$ cat src/rtl/rmq_pkg.sv
// shared types and defaults for the rotation matrix to quaternion pipeline
`timescale 1ns / 1ps
package rmq_pkg;

  localparam int DATA_WIDTH_DEF = 16;
  localparam int FRAC_BITS_DEF  = 14;

  // which component dominates the conversion
  typedef enum logic [1:0] {
    BR_TRACE = 2'd0,
    BR_X     = 2'd1,
    BR_Y     = 2'd2,
    BR_Z     = 2'd3
  } branch_e;

  // per-word side information that rides along the pipeline
  typedef struct packed {
    logic [3:0] neg;
    logic       degen;
    branch_e    branch;
  } side_t;

endpackage

$ cat src/rtl/rmq_front.sv
// front end: branch select, scaled components, magnitudes, squares and norm sum
`timescale 1ns / 1ps
module rmq_front #(
  parameter int DW = 16,
  parameter int FW = 14,
  parameter int SW = 17,
  parameter int NW = 36
) (
  input  logic                  clk_i,
  input  logic                  rst_ni,
  input  logic                  in_valid_i,
  output logic                  in_ready_o,
  input  logic signed [DW-1:0]  m_i [9],
  output logic                  out_valid_o,
  input  logic                  out_ready_i,
  output logic [NW-1:0]         n2_o,
  output logic [SW-1:0]         mag_o [4],
  output rmq_pkg::side_t        side_o
);
  import rmq_pkg::*;

  localparam int CW  = DW + 2;
  localparam int MW  = DW + 1;
  localparam int SMAX = MW - SW;
  localparam int NST = 6;
  localparam logic signed [CW-1:0] One = {{(CW-1){1'b0}}, 1'b1} << FW;

  logic [NST-1:0] valid_q;
  logic [NST-1:0] valid_in;
  logic [NST:0]   en;

  // stall chain: a stage moves when empty or when the next one moves
  assign en[NST] = out_ready_i;
  for (genvar k = 0; k < NST; k++) begin : g_en
    assign en[k] = !valid_q[k] || en[k+1];
  end
  assign in_ready_o = en[0];
  assign valid_in   = {valid_q[NST-2:0], in_valid_i};

  always_ff @(posedge clk_i or negedge rst_ni) begin
    if (!rst_ni) begin
      valid_q <= '0;
    end else begin
      for (int k = 0; k < NST; k++) begin
        if (en[k]) begin
          valid_q[k] <= valid_in[k];
        end
      end
    end
  end

  // stage 1: trace and largest diagonal index
  logic signed [DW-1:0] m1_q [9];
  logic signed [CW-1:0] trace1_q, trace1_d;
  logic [1:0]           idx1_q, idx1_d;

  always_comb begin
    logic c1, c2;
    logic signed [DW-1:0] mii;
    trace1_d = CW'(m_i[0]) + CW'(m_i[4]) + CW'(m_i[8]);
    c1  = m_i[4] > m_i[0];
    mii = c1 ? m_i[4] : m_i[0];
    c2  = m_i[8] > mii;
    idx1_d = c2 ? 2'd2 : (c1 ? 2'd1 : 2'd0);
  end

  always_ff @(posedge clk_i) begin
    if (en[0]) begin
      m1_q     <= m_i;
      trace1_q <= trace1_d;
      idx1_q   <= idx1_d;
    end
  end

  // stage 2: components scaled by twice the root
  logic signed [CW-1:0] e [9];
  logic signed [CW-1:0] comp2_q [4], comp2_d [4];
  side_t                side2_q, side2_d;

  for (genvar i = 0; i < 9; i++) begin : g_ext
    assign e[i] = CW'(m1_q[i]);
  end

  always_comb begin
    logic signed [CW-1:0] r;
    side2_d.neg = '0;
    case (idx1_q)
      2'd1: begin
        r = e[4] - e[8] - e[0] + One;
        comp2_d[0] = e[2] - e[6];
        comp2_d[1] = e[1] + e[3];
        comp2_d[2] = r;
        comp2_d[3] = e[7] + e[5];
        side2_d.branch = BR_Y;
      end
      2'd2: begin
        r = e[8] - e[0] - e[4] + One;
        comp2_d[0] = e[3] - e[1];
        comp2_d[1] = e[2] + e[6];
        comp2_d[2] = e[5] + e[7];
        comp2_d[3] = r;
        side2_d.branch = BR_Z;
      end
      default: begin
        r = e[0] - e[4] - e[8] + One;
        comp2_d[0] = e[7] - e[5];
        comp2_d[1] = r;
        comp2_d[2] = e[3] + e[1];
        comp2_d[3] = e[6] + e[2];
        side2_d.branch = BR_X;
      end
    endcase
    if (trace1_q > 0) begin
      r = trace1_q + One;
      comp2_d[0] = r;
      comp2_d[1] = e[7] - e[5];
      comp2_d[2] = e[2] - e[6];
      comp2_d[3] = e[3] - e[1];
      side2_d.branch = BR_TRACE;
    end
    side2_d.degen = (r <= 0);
  end

  always_ff @(posedge clk_i) begin
    if (en[1]) begin
      comp2_q <= comp2_d;
      side2_q <= side2_d;
    end
  end

  // stage 3: sign and magnitude
  logic [MW-1:0] mag3_q [4], mag3_d [4];
  side_t         side3_q, side3_d;

  always_comb begin
    logic signed [CW-1:0] neg_v;
    side3_d = side2_q;
    for (int c = 0; c < 4; c++) begin
      neg_v = -comp2_q[c];
      side3_d.neg[c] = comp2_q[c][CW-1];
      mag3_d[c] = comp2_q[c][CW-1] ? neg_v[MW-1:0] : comp2_q[c][MW-1:0];
    end
  end

  always_ff @(posedge clk_i) begin
    if (en[2]) begin
      mag3_q  <= mag3_d;
      side3_q <= side3_d;
    end
  end

  // stage 4: common right shift so every magnitude stays below 2^30
  logic [SW-1:0] smag4_q [4], smag4_d [4];
  side_t         side4_q;

  always_comb begin
    logic [MW-1:0] orv;
    int sh;
    orv = mag3_q[0] | mag3_q[1] | mag3_q[2] | mag3_q[3];
    sh = SMAX;
    for (int t = SMAX; t >= 0; t--) begin
      if ((orv >> (30 + t)) == '0) sh = t;
    end
    for (int c = 0; c < 4; c++) begin
      smag4_d[c] = SW'(mag3_q[c] >> sh);
    end
  end

  always_ff @(posedge clk_i) begin
    if (en[3]) begin
      smag4_q <= smag4_d;
      side4_q <= side3_q;
    end
  end

  // stage 5: squares
  logic [2*SW-1:0] sq5_q [4];
  logic [SW-1:0]   smag5_q [4];
  side_t           side5_q;

  always_ff @(posedge clk_i) begin
    if (en[4]) begin
      for (int c = 0; c < 4; c++) begin
        sq5_q[c] <= (2*SW)'(smag4_q[c]) * (2*SW)'(smag4_q[c]);
      end
      smag5_q <= smag4_q;
      side5_q <= side4_q;
    end
  end

  // stage 6: squared norm
  logic [NW-1:0] n2_q;
  logic [SW-1:0] smag6_q [4];
  side_t         side6_q;

  always_ff @(posedge clk_i) begin
    if (en[5]) begin
      n2_q    <= NW'(sq5_q[0]) + NW'(sq5_q[1]) + NW'(sq5_q[2]) + NW'(sq5_q[3]);
      smag6_q <= smag5_q;
      side6_q <= side5_q;
    end
  end

  assign out_valid_o = valid_q[NST-1];
  assign n2_o        = n2_q;
  assign mag_o       = smag6_q;
  assign side_o      = side6_q;

endmodule

$ cat config.mk
export PLATFORM = sky130hd
export DESIGN_NAME = rmq_front
export DESIGN_NICKNAME = d
export VERILOG_FILES = /design/src/rtl/rmq_pkg.sv /design/src/rtl/rmq_front.sv
export SDC_FILE = /design/constraint.sdc
export NUM_CORES = 2
export LEC_CHECK = 0
export ABC_CLOCK_PERIOD_IN_PS = 18000
export BUFFER_PORTS_ARGS = -buffer_cell sky130_fd_sc_hd__buf_2
export CORE_ASPECT_RATIO = 0.5
export CORE_MARGIN = 4
export CORE_UTILIZATION = 70
export CTS_BUF_LIST = sky130_fd_sc_hd__clkbuf_2
export DETAILED_ROUTE_END_ITERATION = 12
export GPL_TIMING_DRIVEN = 1
export HOLD_SLACK_MARGIN = 0.03
export PLACE_DENSITY_LB_ADDON = 0.2
export SLEW_MARGIN = 0
export SYNTH_ARGS = -nofsm -noshare
export SYNTH_HDL_FRONTEND = slang
export SYNTH_SLANG_ARGS = --single-unit
$ cat constraint.sdc
create_clock -name clk_i -period 18 [get_ports clk_i]
set_clock_uncertainty 0.15 [all_clocks]
set_input_delay 1.8 -clock clk_i [delete_from_list [all_inputs] [get_ports clk_i]]
set_output_delay 1.8 -clock clk_i [all_outputs]
set_load 0.01 [all_outputs]
Yosys cells after proc, flatten, opt, wreduce, memory -nomap -nowiden
Memory sizes are Yosys's and may differ from the RTL's.
Index checks and enable logic that the tools add are counted.
{ "word_totals": {"ff_bits": 581, "mem_bits_rw": 136, "inputBits": 148, "output_inout_bits": 113, "word_cells": 113, "n_memories": 1} }
{ "memory_table": {"columns": ["name", "depth", "word_bits", "read_ports", "rd_ports_with_merged_regs", "write_ports", "line_no", "text"], "rows": [
  ["sq5_q", 4, 34, 4, 0, 4, "rmq_front.sv:177", "logic [2*SW-1:0] sq5_q [4];"]
]} }
{ "op_classes": {"n_addsub": 25, "mul": 4, "magnitude_cmp": 4, "n_eq_ne": 2, "mux": 13, "n_reduce_logical": 12} }
{ "ops": {"columns": ["operator", "count"], "rows": [
  ["72-bit case mux with 2 select lines", 1],
  ["17-bit by 17-bit multiplier with 34-bit output", 4],
  ["16-bit by 16-bit subtractor with 17-bit output", 6],
  ["18-bit by 16-bit adder with 18-bit output (second input constant)", 4],
  ["72-bit two-way mux", 1],
  ["16-bit by 16-bit adder with 17-bit output", 4],
  ["17-bit two-way mux", 4],
  ["17-bit negation", 4],
  ["17-bit by 16-bit subtractor with 18-bit output", 3],
  ["35-bit by 34-bit adder with 36-bit output", 1],
  ["36-bit by 34-bit adder with 36-bit output", 1],
  ["18-bit case mux with 2 select lines", 1],
  ["34-bit by 34-bit adder with 35-bit output", 1],
  ["16-bit > comparator", 2],
  ["17-bit by 16-bit adder with 18-bit output", 1],
  ["18-bit by 1-bit > comparator with 1-bit output (second input constant)", 1],
  ["18-bit by 1-bit less-or-equal comparator with 1-bit output (second input constant)", 1],
  ["18-bit two-way mux", 1],
  ["16-bit two-way mux", 1],
  ["1-bit logical NOT", 6],
  ["1-bit logical OR", 6],
  ["2-bit case mux with 2 select lines", 1],
  ["1-bit two-way mux", 3],
  ["2-bit by 1-bit equality test with 1-bit output (second input constant)", 1],
  ["2-bit equality test (second input constant)", 1]
]} }

Depth between registers and ports, before layout
{ "logic_depth": {"ltp_word": 7, "mapped_depth": 26, "mapped_depth_nobuf": 26} }

Worst setup path after synthesis
Ideal clock, no wire load.
{ "synth_path": {"kind": "input to output", "start": "input port out_ready_i", "end": "output port in_ready_o", "arrival_time_ns": 8.273, "required_ns": 16.050, "setup_slack_ns": 7.777, "stages": 4, "n_path_buf": 0, "path_cell_list": "nor2b_1 -> nand3_1 -> nor2_1 -> nand3_1"} }
{ "synth_between": {"elab_chain_len": 6} }
{ "synth_rtl": {"columns": ["element", "line_no", "text"], "rows": [
  ["start, declared", "rmq_front.sv:15", "input logic out_ready_i,"],
  ["1-bit logical OR (3 in a row)", "rmq_front.sv:35", "assign en[k] = !valid_q[k] || en[k+1];"],
  ["named net en[3]", "rmq_front.sv:30", "logic [NST:0] en;"],
  ["1-bit logical OR (3 in a row)", "rmq_front.sv:35", null],
  ["end, declared", "rmq_front.sv:12", "output logic in_ready_o,"]
]} }
The timed path passes the listed nets, and every way through them passes these cells.

==> results.ini <==
[floorplan]
die_area_sq_um=105000
die_w_um=454
fp.dieH_um=231
core_sq_um=98100
start_util_pct=70.9
fp-row-count=81
ios=261

[clock_network]
cts.repair.resized=0
cts_tree=yes
post_cts_buffers=0
postCtsHoldBufs=1
clockBufferDepth=3
clock_latency_ns=1.64
clk_pin_slew_ns=0.13
cts.htree.levels=4
numCtsBuffers=160
cts_sinks=709
root_buffer=clkbuf_2

[min_path]
hold_end=e[97]
hp-class=input port to flop
min-delay-start=m_i[87]
whs_path_depth=1

[timing]
rsz0062_at_grt=no
fin_crit_sh_pct=42.8
setup_viol=0
relSlewSlack_pct=24.2
hold_violations=0
max_clock_freq_ghz=0.130
finalCriticalPeriod_ns=7.71
finalSetupTns_ns=0
worst_pin_slew_ns=1.14
slew_viol_final=0

[critical_path]
cp.required_ns=19.16
r2r-end=sq5_q[1][33]
reg2reg_depth=24
critPathMaxFanout=14
crit_arrival_ns=8.87
reg2reg_slack_ns=10.29
max_stage_delay_ns=0.74
cp-end-kind=flop
crit_top_cell=fa_1
cp-start-kind=flop
critPathSlowestCell=edfxtp_1
path_cells=inv_1 > nor2_1 > fa_1 > inv_1 > fa_1 > fa_1 > inv_1 > fa_1 > fa_1 > inv_1 > fa_1 > inv_1 > ha_1 > and3_1 > nand4_1 > a211o_1 > o21ai_0 > a311oi_1 > a21oi_1 > nand4_1 > a31oi_1 > o21ai_0 > a21oi_1 > a31oi_1
critical_path_class=flop to flop
rr_startpoint=smag4_q[45]

[layout]
instances_no_fill=8142
layout_commonest_cell=inv_1
final_cell_mix=1318 x inv_1, 901 x fa_1, 720 x ha_1, 703 x edfxtp_1, 484 x nand2_1
multiInputGateArea_sq_um=42800
fin_area_sq_um=73800
seq_area_sq_um=21300
fillers=6624
drive_gt1_share_pct=8.71
nets=8459
area_growth_pct=6.17

[yosys]
synth.area.top_cells=edfxtp_1 30%, fa_1 26%, ha_1 13%
synth.largest_area_cell=edfxtp_1
syn_inst=6396
syn-cell-area_sq_um=69500
yosys.area_share.adder_pct=38.9
synth_top_family_by_area=adder cells
synthArstFlopShare_pct=0.846
synth_edf_count=703
ys_seq_elements=709
ys.flop_type=edfxtp_1
synth_top_cell_area_share_pct=30.4
synth_compound_area_share_pct=8.60
yosysSeqAreaShare_pct=30.6
synth.area.mux_share_pct=0.324
synth_cell_types=86
synth_area_per_cell_sq_um=10.9
synth-simple-area-share_pct=8.92
synth-xor-area-share_pct=4.67
yosys_warnings=0

[global_route]
grt_max_degree=163
gr-total-overflow=0
antenna_found_initial=13
grt_pass1_wl_um=275000
grt.total_usage_pct=34.2
grt_pass1_vias=51018

[drt]
detail-route-antenna-nets=0
viasPerCell=5.87
drc=0
wl_per_cell_um=21.4
drt_wl_total_um=174000
vias=47794
dr.pass1.iters=7
initialDrtViolationCount=4272

[placement]
dpl_cell_area_sq_um=72200
dp_hpwl_um=139000
port_buffers=260
dp_cells=7853
gp_congestion=0.969

[flow_run]
maxCapViolCount=0

[run_status]
status=finished clean

-- cell type report --
type                       instances  area share, %
tap                             1328           2.25
multi-input combinational       4213           58.0
clock buffer                     212           1.44
antenna                            7         0.0237
sequential                       709           28.8
inverter                        1323           6.73
clock inverter                    69          0.803
timing repair buffer             281           2.00
-- worst max path at each step --
stage	start	end	slack, ns	cells past startpoint
6_report	smag4_q[45]	sq5_q[1][33]	10.29	24
4_1_cts	smag4_q[45]	sq5_q[1][33]	10.41	24
3_5_place_dp	smag4_q[45]	sq5_q[1][33]	10.54	24
5_1_grt	smag4_q[45]	sq5_q[1][33]	9.93	24
2_1_floorplan	out_ready_i	in_ready_o	7.78	4
3_3_place_gp	smag4_q[39]	sq5_q[1][33]	10.71	24
-- cells by family (layout without fill, tap and decap cells) --
logic type,count (synthesis),in the layout
fa+ha+maj,1623,1623
buf+inv,1475,1885
xor+xnor,371,371
flops,709,709
other cells,2,10
compound gates,904,904
mux,22,22
simple gates,1290,1290
-- flip-flops by register name (all words and copies together), names as in the netlist --
name / flops
sq5_q: 128
comp2_q: 72
mag3_q: 68
valid_q: 6
side2_q: 3
n2_o: 36
idx1_q: 2
smag5_q: 68
side_o: 7
trace1_q: 18
side5_q: 7
side4_q: 7
e: 144
side3_q: 7
mag_o: 68
smag4_q: 68
-- routing by layer --
layer,global-route usage [%],wire (um)
met2,55.9,82600
met3,6.93,14600
met5,0,62
met1,45.3,69700
met4,14.1,7210
-- critical path, delay by kind of cell, from the launching register on --
| kind | cells | cell delay (ns) |
|---|---|---|
| buffers and inverters | 5 | 0.54 |
| flip-flops | 1 | 0.74 |
| adder cells (fa/ha/maj) | 7 | 3.19 |
| AND/OR/NAND/NOR | 4 | 0.77 |
| AO/OA/AOI/OAI | 8 | 2.06 |
-- stage by stage --
step / setup slack [ns] / hold WS (ns) / util [%]
after CTS: 10.41 / 0.0641 / 75.2
final: 10.29 / 0.207 / 75.3
after floorplan: 7.78 / 0.250 / -
after global placement: 10.71 / 0.251 / 73.5
after global routing: 9.93 / 0.123 / 75.3
after detailed placement: 10.54 / 0.255 / 73.5
-- cell usage after synthesis, types with 60 or more instances --
cell and count:
nand2_1 486, xnor2_1 286, edfxtp_1 703, nor3_1 61
nand2b_1 64, a21o_1 101, inv_1 1320, nor2b_1 60
ha_1 722, xor2_1 85, and2_1 221, o21ai_0 185
nor2_1 230, clkbuf_1 142, a21oi_1 236, fa_1 901
Power is left out: the tool's default activity adds up to more than one toggle a clock period on the data nets, which glitch-free logic cannot reach.
